## config.mk

```make
export PLATFORM = sky130hd
export DESIGN_NAME = mic_ram
export DESIGN_NICKNAME = d
export VERILOG_FILES = /design/src/sv/mic_ram.sv
export SDC_FILE = /design/constraint.sdc
export NUM_CORES = 1
export LEC_CHECK = 0
export BUFFER_PORTS_ARGS = -buffer_cell sky130_fd_sc_hd__buf_2
export CORE_UTILIZATION = 45
export DETAILED_ROUTE_END_ITERATION = 12
export GPL_TIMING_DRIVEN = 1
export PLACE_DENSITY = 0.72
export REMOVE_ABC_BUFFERS = 1
export SLEW_MARGIN = 20
export SYNTH_ARGS = -nofsm -noshare
export SYNTH_HDL_FRONTEND = slang
export SYNTH_SLANG_ARGS = --single-unit
```

## constraint.sdc

```tcl
create_clock -name clk -period 3.93 [get_ports clk]
set_clock_uncertainty 0.05 [all_clocks]
set_input_delay 0.1965 -clock clk [delete_from_list [all_inputs] [get_ports clk]]
set_output_delay 0.1965 -clock clk [all_outputs]
set_load 0.01 [all_outputs]
```

## src/sv/mic_ram.sv

```systemverilog
`timescale 1ns / 1ps
// ----------------------------------------------------------------------------
// mic_ram: generic simple dual-port RAM
// One write port and one read port with a registered read.
// ----------------------------------------------------------------------------
module mic_ram #(
  parameter int WIDTH = 32,
  parameter int DEPTH = 16
) (
  input  logic                     clk,
  input  logic                     we,
  input  logic [$clog2(DEPTH)-1:0] waddr,
  input  logic [WIDTH-1:0]         wdata,
  input  logic [$clog2(DEPTH)-1:0] raddr,
  output logic [WIDTH-1:0]         rdata
);

  logic [WIDTH-1:0] mem [DEPTH];

  // Registered read; reading the entry being written returns its old contents.
  always_ff @(posedge clk) begin
    if (we) begin
      mem[waddr] <= wdata;
    end
    rdata <= mem[raddr];
  end

endmodule

```

==> flow_summary.ini <==
[synth]
syn_area_per_cell_um2 = 23.7
synthAdderAreaFrac = 0
synth.cell_area_mm2 = 0.0199
synth_top_family_by_area = multiplexers
ys_seq_elements = 544
synthDistinctLibCells = 18
synthSimpleGateAreaFrac = 0.0127
muxShareOfSynthArea = 0.145
syn_inst = 838
synth_compound_area_frac = 0.0242
synth_xor_area_frac = 0
synth-seq-area-share = 0.807
yosysWarnings = 0

[status]
status = finished, final reports clean

[cts]
cts_made_buffers = 53
cts_sinks = 544
cts.repair.resized = 0
clk_pin_slew_ns = 0.06
cts.path.max_buffers = 3
cts-root-buf = clkbuf_16
cts-htree-levels = 2
insertion_delay_ns = 0.57
cts_tree = yes

[placement]
io_buffers = 73
dpl.hpwl_mm = 22.3
gp_congestion = 0.697
dp_slack_ns = 1.56

[sta]
worstMarginPinSlew_ns = 0.994
hold_violations = 0
period_share = 0.447
drv_slew = 0
setup_viol = 0
setup_tns_ns = 0
holdWs_ns = 0.123
slew_headroom = 0.337
layout_min_cycle_time_ns = 1.76
rsz0062_at_grt = no
postLayoutSetupSlackWorst_ns = 2.17
fmax_ghz = 0.569

[final_layout]
n_antenna_cell = 0
drive_gt1_frac = 0.324
seqCellArea_mm2 = 0.0160
area_delta_synth_final_pct = 17.7
nets = 1028
fillCellCount = 3203
multiInputGateArea_mm2 = 0.00375

[die]
start_util = 0.459
top_level_ports = 74
fp-row-count = 76
die_h_um = 212
dieArea_mm2 = 0.0450
design.core.area_mm2 = 0.0433
die_w_um = 212

[pwr]
power_density_mw_per_mm2 = 523
total_power_mw = 12.2
ir_drop_mv = 0.372
leakage_nw = 7.55

[routing]
postRouteAntennaNets = 0
first_pass_iters = 5
route.detailed.drc = 0
wire_per_inst_um = 24.8
wl_mm = 40.0
num_vias = 9115
viasPerCell = 5.64
drt_iter0_markers = 936

[grt]
grt_max_degree = 59
grt_pass1_wl_mm = 60.4
grt_util_all_layers = 0.184
grt_pass1_vias = 9609
grt_overflow = 0
antenna_found_initial = 0

[worst_setup_path]
crit_arrival_ns = 2.14
worstSetupPathType = input port to flip-flop
slowest_stage = mux4_2
critical_path.top_delay_family = buffers and inverters
crit_fanout = 58
worst-path-buf-inv = 2
crit_path_start_kind = input port
end_kind = flip-flop
cp_cell_sequence = clkbuf_8, buf_4, mux4_2, a22oi_1, nand2_1
cp.required_ns = 4.31
worst_path_largest_cell_delay_ns = 0.54

[run]
cap_violations = 0

[min_path]
hp-class = input port to flip-flop
path summary, 6_finish.rpt:
check | start | to | slack (ns) | depth (start not counted)
worst max register to register | mem[0][18] | rdata[18] | 2.45 | 3
worst min register to register | mem[14][25] | rdata[25] | 0.61 | 3
worst max-delay path | raddr[0] | rdata[26] | 2.17 | 5
worst min-delay path | raddr[3] | rdata[14] | 0.12 | 4
kinds of logic after synthesis:
kind of cell / count (synthesis)
muxes: 128
AOI/OAI and AO/OA: 64
and+or+nand+nor: 59
buffers and inverters: 43
DFF: 544
sequential cells by signal (all words and copies together), names as in the netlist:
name and flops:
mem 512, rdata 32
synth_stat cells:
master    count  share of area
buf_6         2         0.0011
nand3_1       1        0.00025
mux4_2      128           0.15
nand2b_1      2        0.00063
and2_1        1        0.00032
buf_1         9         0.0017
nand2_1      33         0.0062
edfxtp_1    512           0.77
dfxtp_1      32          0.032
nand3b_1      2        0.00076
nor2_1       13         0.0025
buf_2         4         0.0010
buf_4        11         0.0042
nor2b_1       2        0.00063
nor3_1        4         0.0010
a22oi_1      64          0.024
or3b_2        1        0.00044
clkbuf_1     17         0.0032
stage by stage:
step,util,cell area [um^2],std cells
2_1_floorplan,-,19600,795
5_1_grt,0.540,23400,1615
3_3_place_gp,0.487,21100,1475
6_report,0.540,23400,1615
3_5_place_dp,0.492,21300,1484
4_1_cts,0.540,23400,1615
area by class of cell:
| class | count | share of cell area |
|---|---|---|
| clock buffer | 70 | 0.0626 |
| tap | 585 | 0.0313 |
| multi-input combinational | 251 | 0.160 |
| sequential | 544 | 0.685 |
| timing repair buffer | 136 | 0.0477 |
| clock inverter | 29 | 0.0128 |
cell usage in the layout, fill, tap and decap left out, types with 12 or more instances in the layout:
cell,Yosys,layout
buf_4,11,22
nor2_4,0,13
clkbuf_16,0,55
a22oi_1,64,64
clkinv_2,0,13
clkbuf_1,17,12
edfxtp_1,512,512
nand2_1,33,33
mux4_2,128,128
buf_2,4,71
dfxtp_1,32,32
dlygate4sd3_1,0,32
worst min-delay path, delay by kind of cell:
family,cells,cell delay [ns]
buf+inv,1,0.16
compound gates,1,0.16
simple gates,2,0.16
power breakdown:
group          leakage [nW]  internal, mW  total [mW]  switching [mW]
Clock                 0.867          3.01        5.08            2.07
Combinational          1.78         0.267       0.613           0.346
Sequential             4.89          6.49        6.53          0.0412
Total                  7.55          9.76        12.2            2.45
metal layers:
metal  GRT usage  wire length [um]
met3      0.0284              2650
met1       0.278             17800
met4      0.0437               603
met5           0                 0
met2       0.285             18900
repair_timing:
item                                    4_1_cts  5_1_grt
hold buffers                                 32        0
buffers inserted                              0        0
endpoints found under the hold margin       512        0
endpoints found under the setup margin        0        0
(Power assumes the default switching activity.)
